[src/design/gdc_pkg.sv]
package gdc_pkg;

  // Datapath operations issued by the controller
  localparam logic [4:0] OP_NONE       = 5'd0;
  localparam logic [4:0] OP_LOAD       = 5'd1;
  localparam logic [4:0] OP_SQ_X       = 5'd2;
  localparam logic [4:0] OP_SQ_Y       = 5'd3;
  localparam logic [4:0] OP_SQ_DZ      = 5'd4;
  localparam logic [4:0] OP_ZERO_STICK = 5'd5;
  localparam logic [4:0] OP_SQRT_INIT  = 5'd6;
  localparam logic [4:0] OP_SQRT_STEP  = 5'd7;
  localparam logic [4:0] OP_MUL_DEN    = 5'd8;
  localparam logic [4:0] OP_LOAD_DEN   = 5'd9;
  localparam logic [4:0] OP_MUL_NUM    = 5'd10;
  localparam logic [4:0] OP_TRIG       = 5'd11;
  localparam logic [4:0] OP_TRIG_ZERO  = 5'd12;
  localparam logic [4:0] OP_DIV_INIT   = 5'd13;
  localparam logic [4:0] OP_DIV_STEP   = 5'd14;
  localparam logic [4:0] OP_STORE      = 5'd15;
  localparam logic [4:0] OP_FINISH     = 5'd16;

  // Configuration register indexes
  localparam logic REG_STICK_DZ = 1'b0;
  localparam logic REG_TRIG_DZ  = 1'b1;

  localparam int SQRT_STEPS = 16;
  localparam int DIV_STEPS  = 17;
  localparam logic [16:0] ONE_Q15 = 17'd32768;

  typedef struct packed {
    logic [4:0] op;
    logic       stick;   // which stick
    logic       coord;   // 0 = x, 1 = y
    logic       trig;    // which trigger
    logic       phase;   // 1 = store goes to a trigger
  } cmd_t;

  typedef struct packed {
    logic below;       // magnitude squared under deadzone squared
    logic m_zero;      // square root came out zero
    logic trig_below;  // trigger under its deadzone
    logic out_busy;    // result register still waiting
  } status_t;

endpackage

[src/design/gdc_ctrl.sv]
module gdc_ctrl (
  input  logic            clk,
  input  logic            rst,
  input  logic            in_valid,
  output logic            in_stall,
  input  gdc_pkg::status_t stat,
  output gdc_pkg::cmd_t   cmd
);

  localparam logic [3:0] S_IDLE  = 4'd0;
  localparam logic [3:0] S_SQX   = 4'd1;
  localparam logic [3:0] S_SQY   = 4'd2;
  localparam logic [3:0] S_SQDZ  = 4'd3;
  localparam logic [3:0] S_CMP   = 4'd4;
  localparam logic [3:0] S_SQRT  = 4'd5;
  localparam logic [3:0] S_MDEN  = 4'd6;
  localparam logic [3:0] S_LDEN  = 4'd7;
  localparam logic [3:0] S_MNUM  = 4'd8;
  localparam logic [3:0] S_DINIT = 4'd9;
  localparam logic [3:0] S_DIV   = 4'd10;
  localparam logic [3:0] S_STORE = 4'd11;
  localparam logic [3:0] S_TRG   = 4'd12;
  localparam logic [3:0] S_FIN   = 4'd13;

  logic [3:0] state, state_next;
  logic [4:0] cnt, cnt_next;
  logic       s, s_next, c, c_next, k, k_next, ph, ph_next;

  assign in_stall = (state != S_IDLE);

  always_comb begin
    state_next = state;
    cnt_next   = cnt;
    s_next     = s;
    c_next     = c;
    k_next     = k;
    ph_next    = ph;
    cmd.op     = gdc_pkg::OP_NONE;
    case (state)
      S_IDLE: begin
        if (in_valid) begin
          cmd.op     = gdc_pkg::OP_LOAD;
          s_next     = 1'b0;
          ph_next    = 1'b0;
          state_next = S_SQX;
        end
      end
      S_SQX: begin
        cmd.op     = gdc_pkg::OP_SQ_X;
        state_next = S_SQY;
      end
      S_SQY: begin
        cmd.op     = gdc_pkg::OP_SQ_Y;
        state_next = S_SQDZ;
      end
      S_SQDZ: begin
        cmd.op     = gdc_pkg::OP_SQ_DZ;
        state_next = S_CMP;
      end
      S_CMP: begin
        cnt_next = '0;
        if (stat.below) begin
          cmd.op = gdc_pkg::OP_ZERO_STICK;
          if (!s) begin
            s_next     = 1'b1;
            state_next = S_SQX;
          end else begin
            k_next     = 1'b0;
            ph_next    = 1'b1;
            state_next = S_TRG;
          end
        end else begin
          cmd.op     = gdc_pkg::OP_SQRT_INIT;
          state_next = S_SQRT;
        end
      end
      S_SQRT: begin
        cmd.op   = gdc_pkg::OP_SQRT_STEP;
        cnt_next = cnt + 5'd1;
        if (cnt == 5'(gdc_pkg::SQRT_STEPS - 1)) begin
          state_next = S_MDEN;
        end
      end
      S_MDEN: begin
        if (stat.m_zero) begin
          cmd.op = gdc_pkg::OP_ZERO_STICK;
          if (!s) begin
            s_next     = 1'b1;
            state_next = S_SQX;
          end else begin
            k_next     = 1'b0;
            ph_next    = 1'b1;
            state_next = S_TRG;
          end
        end else begin
          cmd.op     = gdc_pkg::OP_MUL_DEN;
          state_next = S_LDEN;
        end
      end
      S_LDEN: begin
        cmd.op     = gdc_pkg::OP_LOAD_DEN;
        c_next     = 1'b0;
        state_next = S_MNUM;
      end
      S_MNUM: begin
        cmd.op     = gdc_pkg::OP_MUL_NUM;
        state_next = S_DINIT;
      end
      S_DINIT: begin
        cmd.op     = gdc_pkg::OP_DIV_INIT;
        cnt_next   = '0;
        state_next = S_DIV;
      end
      S_DIV: begin
        cmd.op   = gdc_pkg::OP_DIV_STEP;
        cnt_next = cnt + 5'd1;
        if (cnt == 5'(gdc_pkg::DIV_STEPS - 1)) begin
          state_next = S_STORE;
        end
      end
      S_STORE: begin
        cmd.op = gdc_pkg::OP_STORE;
        if (ph) begin
          if (!k) begin
            k_next     = 1'b1;
            state_next = S_TRG;
          end else begin
            state_next = S_FIN;
          end
        end else if (!c) begin
          c_next     = 1'b1;
          state_next = S_MNUM;
        end else if (!s) begin
          s_next     = 1'b1;
          state_next = S_SQX;
        end else begin
          k_next     = 1'b0;
          ph_next    = 1'b1;
          state_next = S_TRG;
        end
      end
      S_TRG: begin
        if (stat.trig_below) begin
          cmd.op = gdc_pkg::OP_TRIG_ZERO;
          if (!k) begin
            k_next = 1'b1;
          end else begin
            state_next = S_FIN;
          end
        end else begin
          cmd.op     = gdc_pkg::OP_TRIG;
          state_next = S_DINIT;
        end
      end
      S_FIN: begin
        if (!stat.out_busy) begin
          cmd.op     = gdc_pkg::OP_FINISH;
          state_next = S_IDLE;
        end
      end
      default: begin
        state_next = S_IDLE;
      end
    endcase
    cmd.stick = s;
    cmd.coord = c;
    cmd.trig  = k;
    cmd.phase = ph;
  end

  // State register
  always_ff @(posedge clk) begin
    if (rst) begin
      state <= S_IDLE;
      cnt   <= '0;
      s     <= 1'b0;
      c     <= 1'b0;
      k     <= 1'b0;
      ph    <= 1'b0;
    end else begin
      state <= state_next;
      cnt   <= cnt_next;
      s     <= s_next;
      c     <= c_next;
      k     <= k_next;
      ph    <= ph_next;
    end
  end

endmodule

[src/design/gdc_datapath.sv]
module gdc_datapath #(
  parameter int BUTTON_COUNT = 26
) (
  input  logic                     clk,
  input  logic                     rst,
  input  gdc_pkg::cmd_t            cmd,
  output gdc_pkg::status_t         stat,
  input  logic                     cfg_we,
  input  logic                     cfg_index,
  input  logic [14:0]              cfg_data,
  input  logic signed [15:0]       left_x,
  input  logic signed [15:0]       left_y,
  input  logic signed [15:0]       right_x,
  input  logic signed [15:0]       right_y,
  input  logic [14:0]              left_trigger,
  input  logic [14:0]              right_trigger,
  input  logic [BUTTON_COUNT-1:0]  button_bits,
  input  logic                     out_stall,
  output logic                     out_valid,
  output logic signed [16:0]       left_x_out,
  output logic signed [16:0]       left_y_out,
  output logic signed [16:0]       right_x_out,
  output logic signed [16:0]       right_y_out,
  output logic [15:0]              left_trigger_out,
  output logic [15:0]              right_trigger_out,
  output logic [BUTTON_COUNT-1:0]  buttons_held,
  output logic [BUTTON_COUNT-1:0]  buttons_rose,
  output logic [BUTTON_COUNT-1:0]  buttons_fell,
  output logic [9:0]               axes_active,
  output logic [9:0]               axes_rose,
  output logic [9:0]               axes_fell
);

  function automatic logic signed [16:0] norm_stick(input logic signed [15:0] r);
    // positive side scaled by 32768/32767: adds one from 16384 up
    if (r[15]) begin
      norm_stick = {r[15], r};
    end else begin
      norm_stick = $signed({1'b0, r} + {16'd0, r[14]});
    end
  endfunction

  function automatic logic [15:0] norm_trig(input logic [14:0] r);
    norm_trig = {1'b0, r} + {15'd0, r[14]};
  endfunction

  function automatic logic [16:0] mag17(input logic signed [16:0] v);
    mag17 = v[16] ? 17'(-v) : 17'(v);
  endfunction

  logic [14:0] stick_dz, trig_dz;
  logic [BUTTON_COUNT-1:0] prev_btn, btn_cur;
  logic [9:0]  prev_axes;

  logic signed [16:0] nx [0:3];
  logic [15:0] nt [0:1];
  logic signed [16:0] ws [0:3];
  logic [15:0] wt [0:1];

  logic [31:0] q;
  logic [33:0] prod;
  logic [31:0] sv, sres, sbit;
  logic [15:0] m;
  logic [30:0] den, drem;
  logic [16:0] dlow, dquo;
  logic        dsat;

  logic signed [16:0] sel_x, sel_y, sel_n;
  logic [16:0] mul_a, mul_b;
  logic [33:0] mul_p;
  logic [31:0] sq_t;
  logic        sq_ge;
  logic [46:0] dnum;
  logic [31:0] dr2, ddiff;
  logic        dge;
  logic [16:0] qsat;
  logic [9:0]  axes;
  logic [1:0]  sidx;

  assign sel_x = nx[{cmd.stick, 1'b0}];
  assign sel_y = nx[{cmd.stick, 1'b1}];
  assign sidx  = {cmd.stick, cmd.coord};
  assign sel_n = nx[sidx];

  // Shared multiplier operand select
  always_comb begin
    mul_a = '0;
    mul_b = '0;
    case (cmd.op)
      gdc_pkg::OP_SQ_X: begin
        mul_a = mag17(sel_x);
        mul_b = mag17(sel_x);
      end
      gdc_pkg::OP_SQ_Y: begin
        mul_a = mag17(sel_y);
        mul_b = mag17(sel_y);
      end
      gdc_pkg::OP_SQ_DZ: begin
        mul_a = {2'b0, stick_dz};
        mul_b = {2'b0, stick_dz};
      end
      gdc_pkg::OP_MUL_DEN: begin
        mul_a = gdc_pkg::ONE_Q15 - {2'b0, stick_dz};
        mul_b = {1'b0, sres[15:0]};
      end
      gdc_pkg::OP_MUL_NUM: begin
        mul_a = mag17(sel_n);
        mul_b = {1'b0, m - {1'b0, stick_dz}};
      end
      default: begin
        mul_a = '0;
        mul_b = '0;
      end
    endcase
  end
  assign mul_p = mul_a * mul_b;

  // Square root step
  assign sq_t  = sres + sbit;
  assign sq_ge = (sv >= sq_t);

  // Divider: dividend is num * 32768 plus half the divisor
  assign dnum  = {prod[31:0], 15'd0} + {17'd0, den[30:1]};
  assign dr2   = {drem, dlow[16]};
  assign dge   = (dr2 >= {1'b0, den});
  assign ddiff = dr2 - {1'b0, den};
  assign qsat  = (dsat || (dquo > gdc_pkg::ONE_Q15)) ? gdc_pkg::ONE_Q15 : dquo;

  // Status back to the controller
  assign stat.below      = (q < prod[31:0]);
  assign stat.m_zero     = (sres[15:0] == 16'd0);
  assign stat.trig_below = (nt[cmd.trig] < {1'b0, trig_dz});
  assign stat.out_busy   = out_valid && out_stall;

  // Direction bits from the conditioned values
  assign axes = {(wt[1] != 16'd0), (wt[0] != 16'd0),
                 (!ws[3][16] && (ws[3] != 17'sd0)), ws[3][16],
                 (!ws[2][16] && (ws[2] != 17'sd0)), ws[2][16],
                 (!ws[1][16] && (ws[1] != 17'sd0)), ws[1][16],
                 (!ws[0][16] && (ws[0] != 17'sd0)), ws[0][16]};

  // Control state: registers, edge history, output valid
  always_ff @(posedge clk) begin
    if (rst) begin
      stick_dz  <= '0;
      trig_dz   <= '0;
      prev_btn  <= '0;
      prev_axes <= '0;
      out_valid <= 1'b0;
    end else begin
      if (cfg_we) begin
        case (cfg_index)
          gdc_pkg::REG_STICK_DZ: stick_dz <= cfg_data;
          gdc_pkg::REG_TRIG_DZ:  trig_dz  <= cfg_data;
          default: begin
          end
        endcase
      end
      if (cmd.op == gdc_pkg::OP_FINISH) begin
        prev_btn  <= btn_cur;
        prev_axes <= axes;
        out_valid <= 1'b1;
      end else if (out_valid && !out_stall) begin
        out_valid <= 1'b0;
      end
    end
  end

  // Working datapath
  always_ff @(posedge clk) begin
    case (cmd.op)
      gdc_pkg::OP_LOAD: begin
        nx[0]   <= norm_stick(left_x);
        nx[1]   <= norm_stick(left_y);
        nx[2]   <= norm_stick(right_x);
        nx[3]   <= norm_stick(right_y);
        nt[0]   <= norm_trig(left_trigger);
        nt[1]   <= norm_trig(right_trigger);
        btn_cur <= button_bits;
      end
      gdc_pkg::OP_SQ_X: begin
        prod <= mul_p;
      end
      gdc_pkg::OP_SQ_Y: begin
        q    <= prod[31:0];
        prod <= mul_p;
      end
      gdc_pkg::OP_SQ_DZ: begin
        q    <= q + prod[31:0];
        prod <= mul_p;
      end
      gdc_pkg::OP_ZERO_STICK: begin
        ws[{cmd.stick, 1'b0}] <= '0;
        ws[{cmd.stick, 1'b1}] <= '0;
      end
      gdc_pkg::OP_SQRT_INIT: begin
        sv   <= q;
        sres <= '0;
        sbit <= 32'h4000_0000;
      end
      gdc_pkg::OP_SQRT_STEP: begin
        if (sq_ge) begin
          sv   <= sv - sq_t;
          sres <= (sres >> 1) + sbit;
        end else begin
          sres <= sres >> 1;
        end
        sbit <= sbit >> 2;
      end
      gdc_pkg::OP_MUL_DEN: begin
        m    <= sres[15:0];
        prod <= mul_p;
      end
      gdc_pkg::OP_LOAD_DEN: begin
        den <= prod[30:0];
      end
      gdc_pkg::OP_MUL_NUM: begin
        prod <= mul_p;
      end
      gdc_pkg::OP_TRIG: begin
        den  <= {14'd0, gdc_pkg::ONE_Q15 - {2'b0, trig_dz}};
        prod <= {18'd0, nt[cmd.trig] - {1'b0, trig_dz}};
      end
      gdc_pkg::OP_TRIG_ZERO: begin
        wt[cmd.trig] <= '0;
      end
      gdc_pkg::OP_DIV_INIT: begin
        dsat <= ({1'b0, dnum[46:17]} >= den);
        drem <= {1'b0, dnum[46:17]};
        dlow <= dnum[16:0];
        dquo <= '0;
      end
      gdc_pkg::OP_DIV_STEP: begin
        drem <= dge ? ddiff[30:0] : dr2[30:0];
        dlow <= {dlow[15:0], 1'b0};
        dquo <= {dquo[15:0], dge};
      end
      gdc_pkg::OP_STORE: begin
        if (cmd.phase) begin
          wt[cmd.trig] <= qsat[15:0];
        end else begin
          ws[sidx] <= sel_n[16] ? $signed(17'(-qsat)) : $signed(qsat);
        end
      end
      gdc_pkg::OP_FINISH: begin
        left_x_out        <= ws[0];
        left_y_out        <= ws[1];
        right_x_out       <= ws[2];
        right_y_out       <= ws[3];
        left_trigger_out  <= wt[0];
        right_trigger_out <= wt[1];
        buttons_held      <= btn_cur;
        buttons_rose      <= btn_cur & ~prev_btn;
        buttons_fell      <= ~btn_cur & prev_btn;
        axes_active       <= axes;
        axes_rose         <= axes & ~prev_axes;
        axes_fell         <= ~axes & prev_axes;
      end
      default: begin
      end
    endcase
  end

endmodule

[src/design/gamepad_deadzone_conditioner_core.sv]
// Gamepad conditioner: one beat in per poll tick, one beat out. Sticks are
// normalized to Q1.15, pass a scaled radial deadzone and saturate at +/-1.0;
// triggers pass a linear deadzone with rescale; held/rose/fell masks come out
// for the buttons and ten directional axes. One tick at a time: the next
// tick is taken only once this one is finished, and less work is done when a
// stick or trigger sits in its deadzone. A shared 16-step square-root unit
// serves each stick and a 17-step divider each stick coordinate and trigger
// in turn. The result register frees the input side, so the next tick is
// worked on while a result waits.
module gamepad_deadzone_conditioner_core #(
  parameter int BUTTON_COUNT = 26
) (
  input  logic                     clk,
  input  logic                     rst,
  input  logic                     in_valid,
  output logic                     in_stall,
  input  logic signed [15:0]       left_x,
  input  logic signed [15:0]       left_y,
  input  logic signed [15:0]       right_x,
  input  logic signed [15:0]       right_y,
  input  logic [14:0]              left_trigger,
  input  logic [14:0]              right_trigger,
  input  logic [BUTTON_COUNT-1:0]  button_bits,
  output logic                     out_valid,
  input  logic                     out_stall,
  output logic signed [16:0]       left_x_out,
  output logic signed [16:0]       left_y_out,
  output logic signed [16:0]       right_x_out,
  output logic signed [16:0]       right_y_out,
  output logic [15:0]              left_trigger_out,
  output logic [15:0]              right_trigger_out,
  output logic [BUTTON_COUNT-1:0]  buttons_held,
  output logic [BUTTON_COUNT-1:0]  buttons_rose,
  output logic [BUTTON_COUNT-1:0]  buttons_fell,
  output logic [9:0]               axes_active,
  output logic [9:0]               axes_rose,
  output logic [9:0]               axes_fell,
  input  logic                     cfg_we,
  input  logic                     cfg_index,
  input  logic [14:0]              cfg_data
);

  gdc_pkg::cmd_t    cmd;
  gdc_pkg::status_t stat;

  gdc_ctrl u_ctrl (
    .clk      (clk),
    .rst      (rst),
    .in_valid (in_valid),
    .in_stall (in_stall),
    .stat     (stat),
    .cmd      (cmd)
  );

  gdc_datapath #(
    .BUTTON_COUNT (BUTTON_COUNT)
  ) u_dp (
    .clk               (clk),
    .rst               (rst),
    .cmd               (cmd),
    .stat              (stat),
    .cfg_we            (cfg_we),
    .cfg_index         (cfg_index),
    .cfg_data          (cfg_data),
    .left_x            (left_x),
    .left_y            (left_y),
    .right_x           (right_x),
    .right_y           (right_y),
    .left_trigger      (left_trigger),
    .right_trigger     (right_trigger),
    .button_bits       (button_bits),
    .out_stall         (out_stall),
    .out_valid         (out_valid),
    .left_x_out        (left_x_out),
    .left_y_out        (left_y_out),
    .right_x_out       (right_x_out),
    .right_y_out       (right_y_out),
    .left_trigger_out  (left_trigger_out),
    .right_trigger_out (right_trigger_out),
    .buttons_held      (buttons_held),
    .buttons_rose      (buttons_rose),
    .buttons_fell      (buttons_fell),
    .axes_active       (axes_active),
    .axes_rose         (axes_rose),
    .axes_fell         (axes_fell)
  );

endmodule
[config.mk]
export PLATFORM = sky130hd
export DESIGN_NAME = gamepad_deadzone_conditioner_core
export DESIGN_NICKNAME = d
export VERILOG_FILES = /design/src/design/gdc_pkg.sv /design/src/design/gdc_ctrl.sv /design/src/design/gdc_datapath.sv /design/src/design/gamepad_deadzone_conditioner_core.sv
export SDC_FILE = /design/constraint.sdc
export NUM_CORES = 2
export LEC_CHECK = 0
export ABC_AREA = 1
export BUFFER_PORTS_ARGS = -buffer_cell sky130_fd_sc_hd__buf_2
export CAP_MARGIN = 25
export CORE_MARGIN = 3
export CORE_UTILIZATION = 51
export DETAILED_ROUTE_END_ITERATION = 16
export PLACE_DENSITY_LB_ADDON = 0.2
export SLEW_MARGIN = 20
export SYNTH_ARGS = -nofsm -noshare
export SYNTH_HDL_FRONTEND = slang
export SYNTH_SLANG_ARGS = --single-unit
[constraint.sdc]
create_clock -name clk -period 11.65 [get_ports clk]
set_clock_uncertainty 0.05 [all_clocks]
set_input_delay 2.33 -clock clk [delete_from_list [all_inputs] [get_ports clk]]
set_output_delay 2.33 -clock clk [all_outputs]
set_load 0.01 [all_outputs]
==> reports/summary.txt <==
Final Hold Vio Count - 0
Grt ovf - 0
CTS root buffer - clkbuf_16
Ratio of cells with drive above 1 in the final layout - 8.97%
RSZ-0062 raised after global routing - no
TritonCTS buffer count - 86
Top-area cell type share of the netlist area - 36.8%
DRC - 0
Die Span X - 338 um
Crit end category - flop
CTS-repair resized insts - 0
Pre-CTS setup slack - 2610 ps
H-Tree Depth - 3
Hold Startpoint - u_dp.wt[0][9]
Worst slew margin - 25.2%
Synth warn - 0
Power Dens Cells - 170 nW/um2
RR Endpoint - u_dp.prod[14]
Unique masters post-synth - 68
Pins over their slew limit - 0
Routed Antenna Nets - 0
Syn Std Cell Area - 56100 um2
Post-synthesis sequential area ratio - 39.7%
Pre-antenna DRT Iters - 7
NumNets Final - 7829
Post-synth EDFFs - 687
Longest Clk Path Bufs - 3
Final worst slack - 2430 ps
Syn Area/Cell - 8.28 um2
Via Count - 47800
Core ar. - 109000 um2
Number of port buffers - 350
Cell taking the most area after synthesis - edfxtp_1
Per-cell routed wire length - 21.6 um
Critical Path RT - 12040 ps
CTS clk-pin slew, worst paths - 60 ps
Vias in the first global route - 46600
GPL Wtd Cong - 1.03
Fin crit period - 9220 ps
Critical R2R Launch - u_ctrl.c
CTS tree - yes
Detailed Place HPWL - 150000 um
Endpoints failing setup - 0
Slowest CP cell - dfxtp_1
VDD IR max - 0.124 mV
Reg2reg path depth - 28
Later-pin clock latency in the skew report - 680 ps
Worst path arrival time - 9620 ps
WHS - 392 ps
Total global-route track usage - 32.3%
Post-CTS setup buffer count - 0
1st-iter DRT viols - 3902
Starting Density - 51.5%
IO Count - 351
Most frequent cell after synthesis - nand2_1
Die area - 114000 um2
Initial antenna violation count - 2
Startpoint Class - flop
Largest net degree at the start of global routing - 131
Post-Route WL - 186000 um
CTS Hold Buffers Added - 0
Synth async-reset ratio - 0%
Leak - 0.0277 uW
Top cells by count, synth - 1397 x nand2_1, 1112 x inv_1, 793 x nor2_1
Max-cap violation count - 0
Dpl cell area - 59200 um2
Worst path max stage delay - 730 ps
Worst-Margin Slew - 1120 ps
Rows - 121
Outcome - completed
Final setup TNS - 0 ps
Synth Instances - 6777
Crit Path Max Fanout - 24
Via-to-Cell Ratio - 5.56
First-pass GRT wire length - 278000 um
Synth Flop Type - edfxtp_1
Period utilization - 79.2%
Final Cell Area - 62100 um2
Synth area leaders - edfxtp_1 37%, nand2_1 9.3%, fa_1 8.2%
Die Height - 338 um
CTS Sinks - 769
Hold Crit Endpoint - u_dp.left_trigger_out[9]
WHS Path Cells - 0
Setup slack on the worst flop-to-flop path - 2430 ps
Fmax - 108 MHz
Flops & latches, synth - 769
WS Path Type - reg2reg
Hold WC Path Type - reg2reg
Tot Pwr - 10600 uW
Layout area overhead - 10.7%
==> cells in the final DEF (no fill, tap or decap), drive strengths merged, types with 14 or more instances in the layout <==
cell type  Yosys  final
nand2       1406   1406
inv         1127   1135
nor2         811    811
edfxtp       687    687
o21ai        463    463
buf           76    391
a21oi        373    373
nand3        371    371
ha           353    353
fa           229    229
xor2         150    150
clkbuf        79    103
xnor2         91     91
nor3          85     85
dfxtp         82     82
nand4         79     79
nor4          40     40
or2           38     38
clkinv         7     37
o21bai        27     27
a21o          25     25
a31oi         24     24
o211ai        23     23
nand3b        18     18
o21a          17     17
and2          14     14
==> cells by family after synthesis <==
group	after synthesis	synth area share, %
DFF	769	39.7
xor gates and xnor gates	241	3.76
muxes	1	0.0178
buffers and inverters	1289	9.02
adders and majority gates	582	16.0
AOI/OAI and AO/OA	1020	9.97
other	2	0.0134
and+or+nand+nor	2873	21.5
==> cell type report <==
type,instances,area (um2)
clock buffer,103,2260
clock inverter,55,573
timing repair buffer,391,2100
antenna,3,7.51
tap,1414,1770
sequential,769,22300
multi-input combinational,4724,28800
fill,10200,46900
inverter,1134,4280
==> power breakdown <==
part	switching, uW	internal (uW)
Combinational	2960	1350
Clock	1190	1560
Sequential	232	3270
==> stage by stage <==
| stage | utilization [%] | instances |
|---|---|---|
| after global routing | 57.0 | 8591 |
| after CTS | 56.9 | 8587 |
| after global placement | 54.3 | 8429 |
| final | 57.0 | 8593 |
| after floorplan | - | 6782 |
| after detailed placement | 54.3 | 8429 |
==> flip-flops by register name, indices dropped and copies added, names as in the netlist, 17 cells and up, named ones only <==
| register | count |
|---|---|
| u_dp.nt | 32 |
| u_dp.wt | 32 |
| u_dp.sv | 32 |
| u_dp.q | 32 |
| u_dp.nx | 68 |
| u_dp.den | 31 |
| u_dp.btn_cur | 26 |
| u_dp.dlow | 17 |
| u_dp.drem | 31 |
| u_dp.buttons_fell | 26 |
| u_dp.prev_btn | 26 |
| u_dp.prod | 32 |
| u_dp.buttons_held | 26 |
| u_dp.buttons_rose | 26 |
| u_dp.dquo | 17 |
| u_dp.ws | 68 |
| u_dp.sres | 32 |
==> layer usage <==
metal | up-vias | part of all wire [%] | global-route usage (%) | wire length [um]
li1 | 22800 | - | - | -
met1 | 22700 | 40 | 39.4 | 74000
met2 | 1817 | 48 | 55.6 | 89400
met3 | 417 | 6.4 | 4.50 | 12000
met4 | 2 | 5.7 | 17.0 | 10700
met5 | - | 0.0059 | 0 | 11
==> worst max-delay path by stage <==
stage / startpoint / endpoint / slack [ps] / cells after the start
finish: u_ctrl.c / u_dp.prod[14] / 2430 / 28
floorplan: out_stall / u_dp.prev_axes[5] / 2520 / 6
global route: u_ctrl.c / u_dp.prod[31] / 1860 / 32
global placement: u_dp.sres[7] / u_dp.prod[14] / 2740 / 26
CTS: u_ctrl.c / u_dp.prod[14] / 2570 / 28
detailed placement: u_ctrl.c / u_dp.prod[14] / 2610 / 28
==> worst max-delay path: cells and delay by family (launching register included) <==
family / cells / cell delay [ps]
AOI/OAI and AO/OA: 3 / 1130
xor gates and xnor gates: 1 / 260
adders and majority gates: 7 / 3290
buffers and inverters: 7 / 1110
DFF: 1 / 730
and+or+nand+nor: 10 / 2380
Power figures use the tool's default switching activity.
